==> src/rtl/hsv2rgb_pkg.sv <==
// Shared types, item structs and the perceptual dim-curve table for the HSV to RGB pipeline.
`default_nettype none

package hsv2rgb_pkg;

    // Hue sector, one per 60 degrees.
    typedef enum logic [2:0] {
        SEC_RED_YELLOW    = 3'd0,
        SEC_YELLOW_GREEN  = 3'd1,
        SEC_GREEN_CYAN    = 3'd2,
        SEC_CYAN_BLUE     = 3'd3,
        SEC_BLUE_MAGENTA  = 3'd4,
        SEC_MAGENTA_RED   = 3'd5
    } sector_t;

    typedef struct packed {
        logic [6:0] led_index;
        logic [8:0] hue;
        logic [7:0] saturation;
        logic [7:0] brightness;
    } pixel_t;

    typedef struct packed {
        logic [6:0]  led_number;
        logic [7:0]  red;
        logic [7:0]  green;
        logic [7:0]  blue;
        logic [23:0] grb_word;
    } result_t;

    // After the table look-ups and the sector split.
    typedef struct packed {
        logic [6:0] led_index;
        sector_t    sector;
        logic       grey;
        logic [5:0] frac;
        logic [7:0] val;
        logic [7:0] dim_sat;
    } s1_t;

    // After the base level multiply.
    typedef struct packed {
        logic [6:0] led_index;
        sector_t    sector;
        logic       grey;
        logic [5:0] frac;
        logic [7:0] val;
        logic [7:0] lo;
    } s2_t;

    // After the span times fraction multiply.
    typedef struct packed {
        logic [6:0]  led_index;
        sector_t     sector;
        logic        grey;
        logic [13:0] prod;
        logic [7:0]  val;
        logic [7:0]  lo;
    } s3_t;

    // After the divide by 60 and the base add.
    typedef struct packed {
        logic [6:0] led_index;
        sector_t    sector;
        logic       grey;
        logic [7:0] ramp;
        logic [7:0] val;
        logic [7:0] lo;
    } s4_t;

    localparam logic [8:0] HUE_FULL  = 9'd360;
    localparam logic [5:0] SECTOR_SPAN = 6'd60;
    // Reciprocal of 15 scaled by 2^16, exact for dividends below 4681.
    localparam logic [12:0] RECIP_15 = 13'd4370;

    localparam logic [7:0] PERC_LUT [256] = '{
        8'd0, 8'd1, 8'd1, 8'd2, 8'd2, 8'd2, 8'd2, 8'd2,
        8'd2, 8'd3, 8'd3, 8'd3, 8'd3, 8'd3, 8'd3, 8'd3,
        8'd3, 8'd3, 8'd3, 8'd3, 8'd3, 8'd3, 8'd3, 8'd4,
        8'd4, 8'd4, 8'd4, 8'd4, 8'd4, 8'd4, 8'd4, 8'd4,
        8'd4, 8'd4, 8'd4, 8'd5, 8'd5, 8'd5, 8'd5, 8'd5,
        8'd5, 8'd5, 8'd5, 8'd5, 8'd5, 8'd6, 8'd6, 8'd6,
        8'd6, 8'd6, 8'd6, 8'd6, 8'd6, 8'd7, 8'd7, 8'd7,
        8'd7, 8'd7, 8'd7, 8'd7, 8'd8, 8'd8, 8'd8, 8'd8,
        8'd8, 8'd8, 8'd9, 8'd9, 8'd9, 8'd9, 8'd9, 8'd9,
        8'd10, 8'd10, 8'd10, 8'd10, 8'd10, 8'd11, 8'd11, 8'd11,
        8'd11, 8'd11, 8'd12, 8'd12, 8'd12, 8'd12, 8'd12, 8'd13,
        8'd13, 8'd13, 8'd13, 8'd14, 8'd14, 8'd14, 8'd14, 8'd15,
        8'd15, 8'd15, 8'd16, 8'd16, 8'd16, 8'd16, 8'd17, 8'd17,
        8'd17, 8'd18, 8'd18, 8'd18, 8'd19, 8'd19, 8'd19, 8'd20,
        8'd20, 8'd20, 8'd21, 8'd21, 8'd22, 8'd22, 8'd22, 8'd23,
        8'd23, 8'd24, 8'd24, 8'd25, 8'd25, 8'd25, 8'd26, 8'd26,
        8'd27, 8'd27, 8'd28, 8'd28, 8'd29, 8'd29, 8'd30, 8'd30,
        8'd31, 8'd32, 8'd32, 8'd33, 8'd33, 8'd34, 8'd35, 8'd35,
        8'd36, 8'd36, 8'd37, 8'd38, 8'd38, 8'd39, 8'd40, 8'd40,
        8'd41, 8'd42, 8'd43, 8'd43, 8'd44, 8'd45, 8'd46, 8'd47,
        8'd48, 8'd48, 8'd49, 8'd50, 8'd51, 8'd52, 8'd53, 8'd54,
        8'd55, 8'd56, 8'd57, 8'd58, 8'd59, 8'd60, 8'd61, 8'd62,
        8'd63, 8'd64, 8'd65, 8'd66, 8'd68, 8'd69, 8'd70, 8'd71,
        8'd73, 8'd74, 8'd75, 8'd76, 8'd78, 8'd79, 8'd81, 8'd82,
        8'd83, 8'd85, 8'd86, 8'd88, 8'd90, 8'd91, 8'd93, 8'd94,
        8'd96, 8'd98, 8'd99, 8'd101, 8'd103, 8'd105, 8'd107, 8'd109,
        8'd110, 8'd112, 8'd114, 8'd116, 8'd118, 8'd121, 8'd123, 8'd125,
        8'd127, 8'd129, 8'd132, 8'd134, 8'd136, 8'd139, 8'd141, 8'd144,
        8'd146, 8'd149, 8'd151, 8'd154, 8'd157, 8'd159, 8'd162, 8'd165,
        8'd168, 8'd171, 8'd174, 8'd177, 8'd180, 8'd183, 8'd186, 8'd190,
        8'd193, 8'd196, 8'd200, 8'd203, 8'd207, 8'd211, 8'd214, 8'd218,
        8'd222, 8'd226, 8'd230, 8'd234, 8'd238, 8'd242, 8'd248, 8'd255
    };

endpackage

`default_nettype wire

==> src/rtl/hsv_to_rgb_dimmed_grb.sv <==
// Each item passes the front, ramp and mix stage registers in order, and its result then strobes.
// Throughput: one item per cycle; busy is always low, since the pipeline never holds.
// Both table look-ups share the front stage; the base, span and reciprocal multiplies get a stage each.
// Reset clears the valid bits and sets the attenuation shift to zero; items in flight are lost.
// Top level: HSV pixel in, dimmed and attenuated RGB with packed GRB word out.
`default_nettype none

module hsv_to_rgb_dimmed_grb (
    input  wire logic                clk,
    input  wire logic                rst_n,
    input  wire logic                start,
    output logic                     busy,
    input  wire hsv2rgb_pkg::pixel_t pixel,
    input  wire logic                atten_we,
    input  wire logic [2:0]          atten_data,
    output logic                     result_strobe,
    output hsv2rgb_pkg::result_t     result
);
    import hsv2rgb_pkg::*;

    logic accept;
    logic s1_valid;
    logic s4_valid;
    s1_t  s1_stage;
    s4_t  s4_stage;

    assign busy   = 1'b0;
    assign accept = start & ~busy;

    hsv2rgb_front u_front (
        .clk       (clk),
        .rst_n     (rst_n),
        .in_valid  (accept),
        .in_pixel  (pixel),
        .out_valid (s1_valid),
        .out_stage (s1_stage)
    );

    hsv2rgb_ramp u_ramp (
        .clk       (clk),
        .rst_n     (rst_n),
        .in_valid  (s1_valid),
        .in_stage  (s1_stage),
        .out_valid (s4_valid),
        .out_stage (s4_stage)
    );

    hsv2rgb_mix u_mix (
        .clk        (clk),
        .rst_n      (rst_n),
        .atten_we   (atten_we),
        .atten_data (atten_data),
        .in_valid   (s4_valid),
        .in_stage   (s4_stage),
        .out_valid  (result_strobe),
        .out_result (result)
    );

endmodule

`default_nettype wire

==> src/rtl/hsv2rgb_front.sv <==
// First pipeline stage: hue wrap, sector split and dim-curve look-ups.
`default_nettype none

module hsv2rgb_front (
    input  wire logic                clk,
    input  wire logic                rst_n,
    input  wire logic                in_valid,
    input  wire hsv2rgb_pkg::pixel_t in_pixel,
    output logic                     out_valid,
    output hsv2rgb_pkg::s1_t         out_stage
);
    import hsv2rgb_pkg::*;

    logic [8:0] hue_w;
    logic [5:0] rem;
    sector_t    sector;
    logic [7:0] dim_sat;
    logic       valid_reg;
    s1_t        stage_next;
    s1_t        stage_reg;

    always_comb
    begin
        hue_w = (in_pixel.hue >= HUE_FULL) ? (in_pixel.hue - HUE_FULL) : in_pixel.hue;

        priority if (hue_w >= 9'd300)
        begin
            sector = SEC_MAGENTA_RED;
            rem    = 6'(hue_w - 9'd300);
        end
        else if (hue_w >= 9'd240)
        begin
            sector = SEC_BLUE_MAGENTA;
            rem    = 6'(hue_w - 9'd240);
        end
        else if (hue_w >= 9'd180)
        begin
            sector = SEC_CYAN_BLUE;
            rem    = 6'(hue_w - 9'd180);
        end
        else if (hue_w >= 9'd120)
        begin
            sector = SEC_GREEN_CYAN;
            rem    = 6'(hue_w - 9'd120);
        end
        else if (hue_w >= 9'd60)
        begin
            sector = SEC_YELLOW_GREEN;
            rem    = 6'(hue_w - 9'd60);
        end
        else
        begin
            sector = SEC_RED_YELLOW;
            rem    = hue_w[5:0];
        end

        dim_sat = PERC_LUT[~in_pixel.saturation];

        stage_next.led_index = in_pixel.led_index;
        stage_next.sector    = sector;
        // Only a saturation of zero maps to the top of the curve.
        stage_next.grey      = (dim_sat == 8'hFF);
        // Odd sectors ramp downwards, so their fraction runs backwards.
        stage_next.frac      = sector[0] ? (SECTOR_SPAN - rem) : rem;
        stage_next.val       = PERC_LUT[in_pixel.brightness];
        stage_next.dim_sat   = dim_sat;
    end

    always_ff @(posedge clk or negedge rst_n)
    begin
        if (!rst_n)
        begin
            valid_reg <= 1'b0;
        end
        else
        begin
            valid_reg <= in_valid;
        end
    end

    always_ff @(posedge clk)
    begin
        if (in_valid)
        begin
            stage_reg <= stage_next;
        end
    end

    assign out_valid = valid_reg;
    assign out_stage = stage_reg;

endmodule

`default_nettype wire

==> src/rtl/hsv2rgb_ramp.sv <==
// Middle pipeline stages: base level, span times fraction, and the divide by 60.
`default_nettype none

module hsv2rgb_ramp (
    input  wire logic             clk,
    input  wire logic             rst_n,
    input  wire logic             in_valid,
    input  wire hsv2rgb_pkg::s1_t in_stage,
    output logic                  out_valid,
    output hsv2rgb_pkg::s4_t      out_stage
);
    import hsv2rgb_pkg::*;

    logic [15:0] lo_prod;
    logic [7:0]  span;
    logic [11:0] quarter;
    logic [24:0] recip_prod;
    logic [2:0]  valid_reg;
    s2_t         s2_next;
    s2_t         s2_reg;
    s3_t         s3_next;
    s3_t         s3_reg;
    s4_t         s4_next;
    s4_t         s4_reg;

    always_comb
    begin
        lo_prod           = {8'd0, in_stage.dim_sat} * {8'd0, in_stage.val};
        s2_next.led_index = in_stage.led_index;
        s2_next.sector    = in_stage.sector;
        s2_next.grey      = in_stage.grey;
        s2_next.frac      = in_stage.frac;
        s2_next.val       = in_stage.val;
        s2_next.lo        = lo_prod[15:8];

        // The base never exceeds the value, so the span cannot go negative.
        span              = s2_reg.val - s2_reg.lo;
        s3_next.led_index = s2_reg.led_index;
        s3_next.sector    = s2_reg.sector;
        s3_next.grey      = s2_reg.grey;
        s3_next.prod      = {6'd0, span} * {8'd0, s2_reg.frac};
        s3_next.val       = s2_reg.val;
        s3_next.lo        = s2_reg.lo;

        // Divide by 60 as a divide by 4 followed by a reciprocal multiply for 15.
        quarter           = s3_reg.prod[13:2];
        recip_prod        = {13'd0, quarter} * {12'd0, RECIP_15};
        s4_next.led_index = s3_reg.led_index;
        s4_next.sector    = s3_reg.sector;
        s4_next.grey      = s3_reg.grey;
        s4_next.ramp      = recip_prod[23:16] + s3_reg.lo;
        s4_next.val       = s3_reg.val;
        s4_next.lo        = s3_reg.lo;
    end

    always_ff @(posedge clk or negedge rst_n)
    begin
        if (!rst_n)
        begin
            valid_reg <= 3'b000;
        end
        else
        begin
            valid_reg <= {valid_reg[1:0], in_valid};
        end
    end

    always_ff @(posedge clk)
    begin
        if (in_valid)
        begin
            s2_reg <= s2_next;
        end
        if (valid_reg[0])
        begin
            s3_reg <= s3_next;
        end
        if (valid_reg[1])
        begin
            s4_reg <= s4_next;
        end
    end

    assign out_valid = valid_reg[2];
    assign out_stage = s4_reg;

endmodule

`default_nettype wire

==> src/rtl/hsv2rgb_mix.sv <==
// Last pipeline stage: channel selection by sector, attenuation and word packing.
`default_nettype none

module hsv2rgb_mix (
    input  wire logic             clk,
    input  wire logic             rst_n,
    input  wire logic             atten_we,
    input  wire logic [2:0]       atten_data,
    input  wire logic             in_valid,
    input  wire hsv2rgb_pkg::s4_t in_stage,
    output logic                  out_valid,
    output hsv2rgb_pkg::result_t  out_result
);
    import hsv2rgb_pkg::*;

    logic [2:0] atten_reg;
    logic       valid_reg;
    logic [7:0] r;
    logic [7:0] g;
    logic [7:0] b;
    result_t    result_next;
    result_t    result_reg;

    always_comb
    begin
        if (in_stage.grey)
        begin
            r = in_stage.val;
            g = in_stage.val;
            b = in_stage.val;
        end
        else
        begin
            unique case (in_stage.sector)
                SEC_RED_YELLOW:
                begin
                    r = in_stage.val;
                    g = in_stage.ramp;
                    b = in_stage.lo;
                end
                SEC_YELLOW_GREEN:
                begin
                    r = in_stage.ramp;
                    g = in_stage.val;
                    b = in_stage.lo;
                end
                SEC_GREEN_CYAN:
                begin
                    r = in_stage.lo;
                    g = in_stage.val;
                    b = in_stage.ramp;
                end
                SEC_CYAN_BLUE:
                begin
                    r = in_stage.lo;
                    g = in_stage.ramp;
                    b = in_stage.val;
                end
                SEC_BLUE_MAGENTA:
                begin
                    r = in_stage.ramp;
                    g = in_stage.lo;
                    b = in_stage.val;
                end
                default:
                begin
                    r = in_stage.val;
                    g = in_stage.lo;
                    b = in_stage.ramp;
                end
            endcase
        end

        result_next.led_number = in_stage.led_index;
        result_next.red        = r >> atten_reg;
        result_next.green      = g >> atten_reg;
        result_next.blue       = b >> atten_reg;
        result_next.grb_word   = {g >> atten_reg, r >> atten_reg, b >> atten_reg};
    end

    always_ff @(posedge clk or negedge rst_n)
    begin
        if (!rst_n)
        begin
            atten_reg <= 3'd0;
            valid_reg <= 1'b0;
        end
        else
        begin
            if (atten_we)
            begin
                atten_reg <= atten_data;
            end
            valid_reg <= in_valid;
        end
    end

    always_ff @(posedge clk)
    begin
        if (in_valid)
        begin
            result_reg <= result_next;
        end
    end

    assign out_valid  = valid_reg;
    assign out_result = result_reg;

endmodule

`default_nettype wire
==> config.mk <==
export PLATFORM = sky130hd
export DESIGN_NAME = hsv_to_rgb_dimmed_grb
export DESIGN_NICKNAME = d
export VERILOG_FILES = /design/src/rtl/hsv2rgb_pkg.sv /design/src/rtl/hsv_to_rgb_dimmed_grb.sv /design/src/rtl/hsv2rgb_front.sv /design/src/rtl/hsv2rgb_ramp.sv /design/src/rtl/hsv2rgb_mix.sv
export SDC_FILE = /design/constraint.sdc
export NUM_CORES = 1
export LEC_CHECK = 0
export ABC_AREA = 1
export BUFFER_PORTS_ARGS = -buffer_cell sky130_fd_sc_hd__buf_2
export CORE_ASPECT_RATIO = 1.4
export CORE_MARGIN = 8
export CORE_UTILIZATION = 39
export CTS_CLUSTER_SIZE = 20
export DETAILED_ROUTE_END_ITERATION = 10
export HOLD_SLACK_MARGIN = 0.06
export PLACE_DENSITY = 0.61
export SETUP_SLACK_MARGIN = 0.05
export SLEW_MARGIN = 30
export SYNTH_ARGS = -nofsm -noshare
export SYNTH_HDL_FRONTEND = slang
export SYNTH_SLANG_ARGS = --single-unit
==> constraint.sdc <==
create_clock -name clk -period 6 [get_ports clk]
set_input_delay 1.8 -clock clk [delete_from_list [all_inputs] [get_ports clk]]
set_output_delay 1.8 -clock clk [all_outputs]
set_load 0.01 [all_outputs]
; Word-level counts from Yosys, hierarchy flattened
; Memory sizes are Yosys's and may differ from the RTL's. A register that Yosys moved wholly into a read port is not among the register bits.
; Cells that the tools add are included.
[classes]
n_eq_ne = 5
add_sub_neg = 9
n_reduce_logical = 8
mux = 20
shift = 3
n_mul = 3
bitwise = 3
n_lt_le_gt_ge = 7
[ops]
columns = op, n
row1 = case mux 8 bit (2 select lines), 3
row2 = two-way mux 8 bit, 5
row3 = two-way mux 6 bit, 6
row4 = subtractor 6 bit (second input constant), 5
row5 = greater-or-equal comparator 9 bit (second input constant), 3
row6 = right shift 8 x 3 -> 8 bit, 3
row7 = multiplier 12 x 12 -> 23 bit (second input constant), 1
row8 = greater-or-equal comparator 9 x 8 -> 1 bit (second input constant), 2
row9 = inverter 8 -> 9 bit, 2
row10 = multiplier 8 x 8 -> 16 bit, 1
row11 = multiplier 8 x 6 -> 14 bit, 1
row12 = OR reduction 2 bit, 7
row13 = greater-or-equal comparator 9 x 6 -> 1 bit (second input constant), 1
row14 = greater-or-equal comparator 9 x 7 -> 1 bit (second input constant), 1
row15 = two-way mux 9 bit, 1
row16 = subtractor 9 bit (second input constant), 1
row17 = adder 8 bit, 1
row18 = == test 8 bit (second input constant), 1
row19 = inverter 8 bit, 1
row20 = subtractor 8 bit, 1
row21 = == test 3 x 2 -> 1 bit (second input constant), 2
row22 = two-way mux 3 bit, 2
row23 = subtractor 6 bit (first input constant), 1
row24 = == test 3 x 1 -> 1 bit (second input constant), 1
row25 = other kinds (3), 5
[totals]
rom_bits = 4096
memories = 2
regBits = 197
output_inout_bits = 57
inputBits = 39
[memory_table]
columns = name, depth, word_bits, read_ports, rd_clocked_by_memory_dff, wr, line
row1 = (no name shown), 256, 8, 1, 0, 0, hsv2rgb_front.sv:57  ; dim_sat = PERC_LUT[~in_pixel.saturation];
row2 = (no name shown), 256, 8, 1, 1, 0, hsv2rgb_front.sv:65  ; stage_next.val = PERC_LUT[in_pixel.brightness];

; Depth between registers and ports, before layout
; Gate-level depths: netlist of run 1.
[logic_depth]
depth_word = 10
mapped_depth = 27
mapped_depth_nobuf = 27

; Hierarchy
; Synthesis of run 1 repeated with hierarchy kept, for this count alone.
[hier_totals]
cells_unflattened = 2090
area_unflattened_um2 = 16604.7
[modules_own_cells]
columns = mod, cells_each, area_each_um2, n_inst
row1 = hsv2rgb_ramp, 948, 9088.7, 1
row2 = hsv2rgb_front, 729, 4639.4, 1
row3 = hsv2rgb_mix, 411, 2865.2, 1
row4 = hsv_to_rgb_dimmed_grb, 2, 11.3, 1

; Worst setup path before layout of run 1
; No wires, ideal clock.
[synth_timing]
kind = flip-flop to flip-flop
startpoint = register u_ramp.s2_reg[8] (netlist bit)
endpoint = register u_ramp.s3_reg, in the netlist u_ramp.quarter[11], data pin
stages_incl_launch_ff = 28
t_arrival_ns = 4.842
slack_ns = 0.898
path_buffers = 0
required_time_ns = 5.740
path_cell_list = edfxtp_1 inv_1 ha_1 inv_1 fa_1 nand3_1 nand2_1 nand2_1 nand2_1 a21oi_1 xor2_1 nor2_1 fa_1 fa_1 inv_1 fa_1 inv_1 ha_1 nand2_1 o21ai_0 a21oi_1 inv_1 a21oi_1 o31ai_1 nand2_1 a21oi_1 nor2_1 xor2_1
[synth_rtl]
columns = element, line
row1 = from (decl), hsv2rgb_ramp.sv:20  ; s2_t s2_reg;
row2 = from (signal assigned), hsv2rgb_ramp.sv:72  ; s2_reg <= s2_next;
row3 = to (signal assigned), hsv2rgb_ramp.sv:76  ; s3_reg <= s3_next;
row4 = to (decl), hsv2rgb_ramp.sv:22  ; s3_t s3_reg;

==> reports/qor.csv, run 1 <==
metric;value;unit
post_dp_cell_area;0.0162;mm²
cts_buffer_depth;2;
r2r_start;u_ramp.s2_reg[8];
dp.cells;2338;
grt_max_degree;35;
synth_area;0.0155;mm²
r2r_setup_slack;0.51;ns
reg2reg_depth;28;
grt_pass1_wl;61000;µm
worstHoldStart;u_ramp.s3_reg[10];
relSlewSlack;0.439;
slowest_stage;fa_1;
fmax;182;MHz
synthFlopType;edfxtp_1;
vias;12300;
ys_async_sr_fraction;0.0447;
clkTransAtPathRegs;0.07;ns
cts_root_buf;clkbuf_16;
status;finished, final reports clean;
firstDrtPassIters;5;
viasPerCell;5.18;
die_w;184;µm
cp-end-kind;flop;
drt-total-wl;37200;µm
slew_viol_final;0;
skew;0.0155;ns
postRouteAntennaNets;0;
layout.cells.non_filler;2370;
layout_min_cycle_time;5.49;ns
crit_required;6.19;ns
crit_arrival;5.68;ns
cp-start-kind;flop;
overflow;0;
syn_inst;1793;
cp_top_family;adder cells;
finalSetupViolations;0;
area_growth;8.47;%
critPathBufInv;6;
fin_crit_sh;0.915;
use_met2;0.322;
start_util;0.394;
drtIter0Drc;615;
top_usage_layer;met2;
fp.dieH;252;µm
nFillCells;3890;
clkLatencyLatePin;0.45;ns
wl_per_cell;15.7;µm
placement.io_buffers;94;
worstHoldPathCells;0;
use_met1;0.159;
cts_setup_buffers;0;
hold_end;u_ramp.out_stage[10];
synth_seq_area_share;0.345;
critPathMaxFanout;6;
dieArea;0.0464;mm²
use_met3;0.0187;
place_ws;0.493;ns
largest_reg_flops;35;
ys_warn_count;0;
crit_type;reg2reg;
worst_pin_slew;0.842;ns
ios;96;
antenna_found_initial;0;
leakagePower;7.88;nW
fin_tns_setup;0;ns
grt_use_total;0.162;
critPathLaunch;u_ramp.s2_reg[8];
cap_violations;0;
gp_congestion;0.934;
drive_above_1_share;0.103;
cpPeakStageDelay;0.53;ns
antenna_cells;0;
cts_buffers;17;
route.detailed.drc;0;
coreArea;0.0393;mm²
power_density;605;mW/mm²
cts_tree;yes;
hold_violations;0;
rows;86;
synth_edf_count;171;
syn_avg_cell_area;8.62;µm²
fin_area;0.0168;mm²
cts.sinks;179;
synth_nets;2065;
grt_pass1_vias;12500;
layout_setup_ws;0.512;ns
cts_hold_buffers;0;
synth_cell_types;61;
cts_resized;0;
hold_class;reg2reg;
reg2reg_to;u_ramp.quarter[11];
nets;2101;
ys_ff_latch;179;
max-vdd-ir-drop;0.000518;V
cts.htree.levels;4;
rsz0062_at_grt;false;
dp.final_hpwl;30200;µm
-- cells in the final DEF, fill, tap and decap left out, types with 5 or more instances in the layout --
cell type / count
o2111ai_1: 7
fa_1: 69
edfxtp_1: 171
clkinv_1: 5
buf_4: 7
nand4_1: 8
buf_2: 94
or2_2: 6
o22ai_1: 15
xnor2_1: 19
nor3_1: 6
o21ai_1: 6
a31oi_1: 9
nand3_1: 61
a211oi_1: 5
nand3_2: 5
nand2_1: 309
o31ai_1: 7
o221ai_1: 24
nand3b_1: 6
ha_1: 164
nand2_4: 8
nor2_1: 149
clkbuf_16: 17
xor2_1: 28
nand2_2: 18
dfrtp_1: 7
inv_2: 5
o21ai_0: 127
a21oi_1: 120
o211ai_1: 18
inv_1: 278
-- cell type report --
type                       count  area (µm²)  share of cell area
inverter                     288        1080              0.0646
clock buffer                  18         429              0.0256
tap                          528         661              0.0394
multi-input combinational   1242        8610               0.513
timing repair buffer         101         523              0.0312
clock inverter                14         126             0.00754
sequential                   179        5340               0.318
-- worst max path at each step --
stage,end,depth (start not counted)
after floorplan,u_ramp.quarter[11],27
after global placement,u_ramp.quarter[10],23
after detailed placement,u_ramp.quarter[11],28
after CTS,u_ramp.quarter[11],28
after global routing,u_ramp.quarter[11],28
final,u_ramp.quarter[11],28
-- metrics by stage --
step | hold WS (ns) | utilization | power [W]
final | 0.413 | 0.427 | 0.0102
after global routing | 0.424 | 0.427 | 0.0114
after CTS | 0.419 | 0.427 | 0.0103
after detailed placement | 0.405 | 0.413 | 0.00919
after global placement | 0.401 | 0.413 | 0.00894
after floorplan | 0.400 | - | 0.00759
-- cell usage after synthesis, drive strengths merged, types with 4 or more instances --
cell     number  area share
o221ai       24       0.014
a21o          4      0.0019
a211oi        5      0.0024
nor3          6      0.0019
xor2         28       0.016
nor2        157       0.041
dfrtp         8       0.013
or2           8      0.0032
o22ai        15      0.0061
a21oi       122       0.040
nand2       335       0.088
o31ai         7      0.0034
o21ai       135       0.045
ha          164        0.13
edfxtp      171        0.33
nand4         8      0.0032
xnor2        19       0.011
nand3b        7      0.0036
clkinv        4     0.00097
inv         284       0.069
a31oi         9      0.0036
o211ai       18      0.0087
nand3        66       0.023
clkbuf       42       0.010
buf          42       0.018
o2111ai       7      0.0040
fa           69       0.089
-- cells by family after synthesis --
group                      Yosys count  share of synthesized area
other                                1                   0.000243
AOI/OAI and AO/OA                  367                      0.140
buffers and inverters              372                     0.0980
xor gates and xnor gates            47                     0.0266
and+or+nand+nor                    591                      0.166
adders and majority gates          233                      0.222
muxes                                3                    0.00194
DFF                                179                      0.345
-- power by group --
| part | internal (W) | switching (W) |
|---|---|---|
| Clock | 0.000542 | 0.000495 |
| Sequential | 0.00201 | 0.000160 |
| Combinational | 0.00289 | 0.00405 |
-- metal layers --
layer / part of all wire / routed length, µm
met1: 0.37 / 13600
met2: 0.55 / 20600
met3: 0.038 / 1410
met4: 0.043 / 1610
met5: 0 / 0
Note: power is estimated with default switching activity, not from simulation.
==> run 2, diff against run 1 <==
--- a/config.mk
+++ b/config.mk
@@ -15,7 +15,7 @@
 export HOLD_SLACK_MARGIN = 0.06
 export PLACE_DENSITY = 0.61
 export SETUP_SLACK_MARGIN = 0.05
-export SLEW_MARGIN = 30
+export SLEW_MARGIN = 10
 export SYNTH_ARGS = -nofsm -noshare
 export SYNTH_HDL_FRONTEND = slang
 export SYNTH_SLANG_ARGS = --single-unit
==> constraint.sdc (replaced) <==
create_clock -name clk -period 6.16 [get_ports clk]
set_input_delay 1.848 -clock clk [delete_from_list [all_inputs] [get_ports clk]]
set_output_delay 1.848 -clock clk [all_outputs]
set_load 0.01 [all_outputs]
==> run 2 against run 1 <==
Combinational power decreased by 3.7%. Clock-buffer cell count unchanged. Utilization unchanged. Design area is the same. Largest power group unchanged. Highest routed layer unchanged.
==> reports/qor.csv, run 2 (synthesis results as in run 1) <==
metric;value;unit
whs;0.389;ns
status;finished, final reports clean;
crit_required;6.35;ns
nFillCells;3921;
grt_pass1_wl;60400;µm
route.detailed.drc;0;
leakagePower;7.90;nW
skew;0.0109;ns
finalSetupViolations;0;
area_growth;8.47;%
fin_crit_sh;0.896;
ios;96;
crit_chain;ha_1 -> nand2_1 -> o21ai_0 -> a21oi_1 -> o21ai_0 -> xnor2_1 -> nor2_1 -> fa_1 -> inv_1 -> fa_1 -> fa_1 -> inv_1 -> ha_1 -> nand2_1 -> nor2_1 -> a211oi_1 -> o21ai_0 -> a21o_1 -> a21oi_1 -> nor2_1 -> o21ai_0 -> nand2_1 -> xor2_1;
overflow;0;
cp-start-kind;flop;
combPwrFrac;0.679;
rsz0062_at_grt;false;
wl_per_cell;15.5;µm
cp-end-kind;flop;
cp_top_family;adder cells;
fmax;181;MHz
cts_hold_buffers;0;
cts_setup_buffers;0;
cts_buffer_depth;2;
critPathBufInv;2;
p_switching;0.00453;W
grt_pass1_vias;12600;
slowest_stage;fa_1;
hold_class;reg2reg;
drtIter0Drc;662;
swShare;0.461;
start_util;0.394;
relSlewSlack;0.237;
layout.cells.non_filler;2368;
firstDrtPassIters;5;
dieArea;0.0464;mm²
clkTransAtPathRegs;0.07;ns
drive_above_1_share;0.102;
vias;12300;
seq_area;0.00534;mm²
cts.sinks;179;
cts_resized;0;
cts_buffers;17;
rows;86;
viasPerCell;5.21;
power;0.00984;W
largest_reg_flops;35;
drt-total-wl;36700;µm
cpPeakStageDelay;0.54;ns
layout_min_cycle_time;5.52;ns
gp_congestion;0.957;
antenna_found_initial;0;
power_density;587;mW/mm²
crit_type;reg2reg;
die_w;184;µm
fp.dieH;252;µm
max-vdd-ir-drop;0.000507;V
crit_arrival;5.71;ns
cap_violations;0;
grt_max_degree;36;
postRouteAntennaNets;0;
coreArea;0.0393;mm²
cts_tree;yes;
antenna_cells;0;
worst_pin_slew;1.14;ns
sequentialPowerShare;0.215;
placement.io_buffers;94;
mostFrequentLayoutCell;nand2_1;
crit_path_frequent_cell;o21ai_0;
fin_util;0.427;
grt_use_total;0.160;
dp.cells;2336;
hold_violations;0;
cellInternalPower;0.00530;W
multi_input_area;0.00861;mm²
dp.final_hpwl;29700;µm
critPathMaxFanout;6;
slew_viol_final;0;
final_cell_mix;nand2_1, inv_1, edfxtp_1;
fin_tns_setup;0;ns
cts_root_buf;clkbuf_16;
cts.htree.levels;4;
pwr-share-clk;0.106;
nets;2099;
clkLatencyLatePin;0.45;ns
[run 2: cell count changes in the layout (fill, tap and decap cells not counted), sizes merged]
cell / delta
clkinvlp: -4
clkinv: -1
buf: -2
inv: +5
[run 2: worst register-to-register path, stage by stage (launching register included)]
cell      delay (ns)
edfxtp_1        0.40
ha_1            0.38
nand2_1         0.06
o21ai_0         0.26
a21oi_1         0.10
o21ai_0         0.30
xnor2_1         0.29
nor2_1          0.10
fa_1            0.49
inv_1           0.05
fa_1            0.46
fa_1            0.54
inv_1           0.04
ha_1            0.35
nand2_1         0.09
nor2_1          0.04
a211oi_1        0.30
o21ai_0         0.20
a21o_1          0.19
a21oi_1         0.19
nor2_1          0.06
o21ai_0         0.15
nand2_1         0.08
xor2_1          0.14
[run 2: area by class of cell]
cell class	instances	share of cell area
Timing Repair Buffer	99	0.0303
Multi-Input combinational cell	1242	0.513
Clock buffer	18	0.0262
Inverter	288	0.0646
Sequential cell	179	0.318
Tap cell	528	0.0394
Clock inverter	14	0.00791
[run 2: final timing paths]
check	to	slack, ns	from	cells past startpoint
max in group asynchronous	u_mix.atten_reg[2]	4.74	rst_n	1
setup reg to reg	u_ramp.quarter[10]	0.64	u_ramp.s2_reg[10]	23
min in group asynchronous	u_ramp.valid_reg[1]	1.24	rst_n	1
hold reg to reg	u_ramp.valid_reg[2]	0.39	u_ramp.valid_reg[1]	0
setup / recovery	u_ramp.quarter[10]	0.64	u_ramp.s2_reg[10]	23
hold / removal	u_ramp.valid_reg[2]	0.39	u_ramp.valid_reg[1]	0
[run 2: layer usage]
layer | up-vias | GRT usage | wire, µm
met5 | - | 0 | 0
li1 | 6060 | - | -
met3 | 115 | 0.0239 | 1660
met4 | 0 | 0.0901 | 1820
met2 | 367 | 0.312 | 20000
met1 | 5784 | 0.157 | 13200
[run 2: power by group through the flow]
| stage | Sequential [W] | Combinational [W] | Clock, W |
|---|---|---|---|
| after global placement | 0.00214 | 0.00657 | 0 |
| after global routing | 0.00214 | 0.00777 | 0.00112 |
| after floorplan | 0.00209 | 0.00531 | 0 |
| final | 0.00212 | 0.00668 | 0.00104 |
| after CTS | 0.00212 | 0.00681 | 0.00107 |
| after detailed placement | 0.00214 | 0.00676 | 0 |
[run 2: stage by stage]
stage	setup slack (ns)	cell area [µm²]
after global routing	0.214	16800
after CTS	0.647	16800
after detailed placement	0.675	16200
final	0.642	16800
after global placement	0.810	16200
after floorplan	1.06	15500
==> run 3, diff against run 2 <==
==> constraint.sdc (replaced) <==
create_clock -name clk -period 5.7 [get_ports clk]
set_input_delay 1.71 -clock clk [delete_from_list [all_inputs] [get_ports clk]]
set_output_delay 1.71 -clock clk [all_outputs]
set_load 0.01 [all_outputs]
==> run 3 against run 2 <==
Critical path depth grew 1. Hold slack better by 0.031 ns. Die area did not move. Combinational power increased by 9.1%. Register-to-register slack worse by 0.25 ns. Total power up 8.8%. Clock-buffer cell count stayed put. Critical endpoint unchanged.
==> reports/qor.csv, run 3 (synthesis results as in run 1) <==
metric;value;unit
cts_root_buf;clkbuf_16;
antenna_cells;0;
cp-start-kind;flop;
post_dp_cell_area;0.0162;mm²
cts_buffers;17;
hold_violations;0;
clkLatencyLatePin;0.45;ns
start_util;0.394;
route.detailed.drc;0;
gp_congestion;0.936;
area_growth;9.16;%
fin_util;0.430;
max-vdd-ir-drop;0.000674;V
layout_setup_ws;0.388;ns
antenna_found_initial;0;
final_cell_mix;nand2_1, inv_1, edfxtp_1;
cellInternalPower;0.00577;W
status;finished, final reports clean;
firstDrtPassIters;5;
crit_type;reg2reg;
dp.final_hpwl;29800;µm
layout.cells.non_filler;2376;
wl_per_cell;15.6;µm
postRouteAntennaNets;0;
skew;0.0137;ns
critPathBufInv;3;
cts.htree.levels;4;
power_density;634;mW/mm²
fmax;188;MHz
cts_buffer_depth;2;
combPwrFrac;0.681;
drtIter0Drc;606;
swShare;0.461;
crit_chain;inv_1 -> ha_1 -> a21oi_1 -> o21ai_1 -> a21oi_1 -> o21ai_2 -> xnor2_2 -> nor2_1 -> fa_1 -> inv_1 -> fa_1 -> fa_1 -> inv_1 -> ha_1 -> nand2_1 -> nor2_1 -> a211oi_1 -> o21ai_0 -> a21o_1 -> a21oi_1 -> nor2_1 -> o21ai_0 -> nand2_1 -> xor2_1;
finalSetupViolations;0;
coreArea;0.0393;mm²
cpPeakStageDelay;0.54;ns
clkTransAtPathRegs;0.07;ns
grt_max_degree;37;
cp_top_family;adder cells;
rows;86;
cts_tree;yes;
cap_violations;0;
ios;96;
leakagePower;7.94;nW
rsz0062_at_grt;false;
fin_tns_setup;0;ns
largest_reg_flops;35;
slew_viol_final;0;
layout_min_cycle_time;5.31;ns
die_w;184;µm
dp.cells;2343;
cp-end-kind;flop;
overflow;0;
drive_above_1_share;0.109;
cts.sinks;179;
place_ws;0.230;ns
p_switching;0.00493;W
fp.dieH;252;µm
worst_pin_slew;1.17;ns
placement.io_buffers;94;
nets;2107;
grt_use_total;0.162;
nFillCells;3911;
mostFrequentLayoutCell;nand2_1;
vias;12400;
cts_hold_buffers;0;
crit_arrival;5.51;ns
drt-total-wl;37100;µm
slowest_stage;fa_1;
fin_area;0.0169;mm²
critPathMaxFanout;6;
relSlewSlack;0.217;
dieArea;0.0464;mm²
grt_pass1_vias;12700;
sequentialPowerShare;0.213;
pwr-share-clk;0.106;
hold_class;reg2reg;
grt_pass1_wl;60900;µm
crit_required;5.89;ns
viasPerCell;5.20;
fin_crit_sh;0.932;
run 3: cell types whose count changed in the layout (fill, tap and decap cells not counted), sizes merged:
cell	before	now
clkinvlp	0	2
clkinv	9	13
buf	99	107
inv	293	287
run 3: worst register-to-register path, stage by stage (launching register included):
cell and delay, ns:
edfxtp_1 0.35, inv_1 0.05, ha_1 0.35, a21oi_1 0.16, o21ai_1 0.14, a21oi_1 0.18
o21ai_2 0.10, xnor2_2 0.29, nor2_1 0.10, fa_1 0.49, inv_1 0.05, fa_1 0.46
fa_1 0.54, inv_1 0.04, ha_1 0.34, nand2_1 0.09, nor2_1 0.04, a211oi_1 0.29
o21ai_0 0.20, a21o_1 0.19, a21oi_1 0.19, nor2_1 0.06, o21ai_0 0.15, nand2_1 0.08
xor2_1 0.14
run 3: layer usage:
| metal | vias to the layer above | global-route usage | wire length [µm] |
|---|---|---|---|
| li1 | 6071 | - | - |
| met1 | 5780 | 0.161 | 13500 |
| met2 | 383 | 0.310 | 20000 |
| met3 | 127 | 0.0206 | 1560 |
| met4 | 0 | 0.103 | 2020 |
| met5 | - | 0 | 0 |
run 3: timing repair:
action / in CTS / in global routing
resized for setup: 0 / 8
setup buffers: 0 / 1
endpoints found under the setup margin: 0 / 2
run 3: area by class of cell:
cell class              instances  area [µm²]  area share
clock buffers                  18         439      0.0260
clock inverters                14         149     0.00882
inverters                     288        1080      0.0642
multi-input cells            1242        8640       0.512
flip-flops and latches        179        5340       0.316
well taps                     528         661      0.0391
repair buffers                107         568      0.0337
run 3: metrics by stage:
stage,hold slack [ns],total power (W)
CTS,0.421,0.0108
floorplan,0.400,0.00799
global route,0.426,0.0120
detailed placement,0.405,0.00958
global placement,0.402,0.00943
finish,0.420,0.0107
run 3: worst paths after layout:
path	startpoint	end	slack (ns)	cells after the start
min reg2reg	u_ramp.out_stage[28]	u_mix.out_result[48]	0.42	0
min	u_ramp.out_stage[28]	u_mix.out_result[48]	0.42	0
max	u_ramp.s2_reg[2]	u_ramp.quarter[10]	0.39	24
min in group asynchronous	rst_n	u_mix.out_valid	1.10	1
max in group asynchronous	rst_n	u_ramp.valid_reg[2]	4.42	1
max reg2reg	u_ramp.s2_reg[2]	u_ramp.quarter[10]	0.39	24
run 3: power by group through the flow:
stage,clock network [W],registers [W],logic (W)
global route,0.00120,0.00231,0.00851
floorplan,0,0.00226,0.00573
finish,0.00113,0.00228,0.00729
global placement,0,0.00230,0.00713
detailed placement,0,0.00231,0.00727
CTS,0.00116,0.00228,0.00734
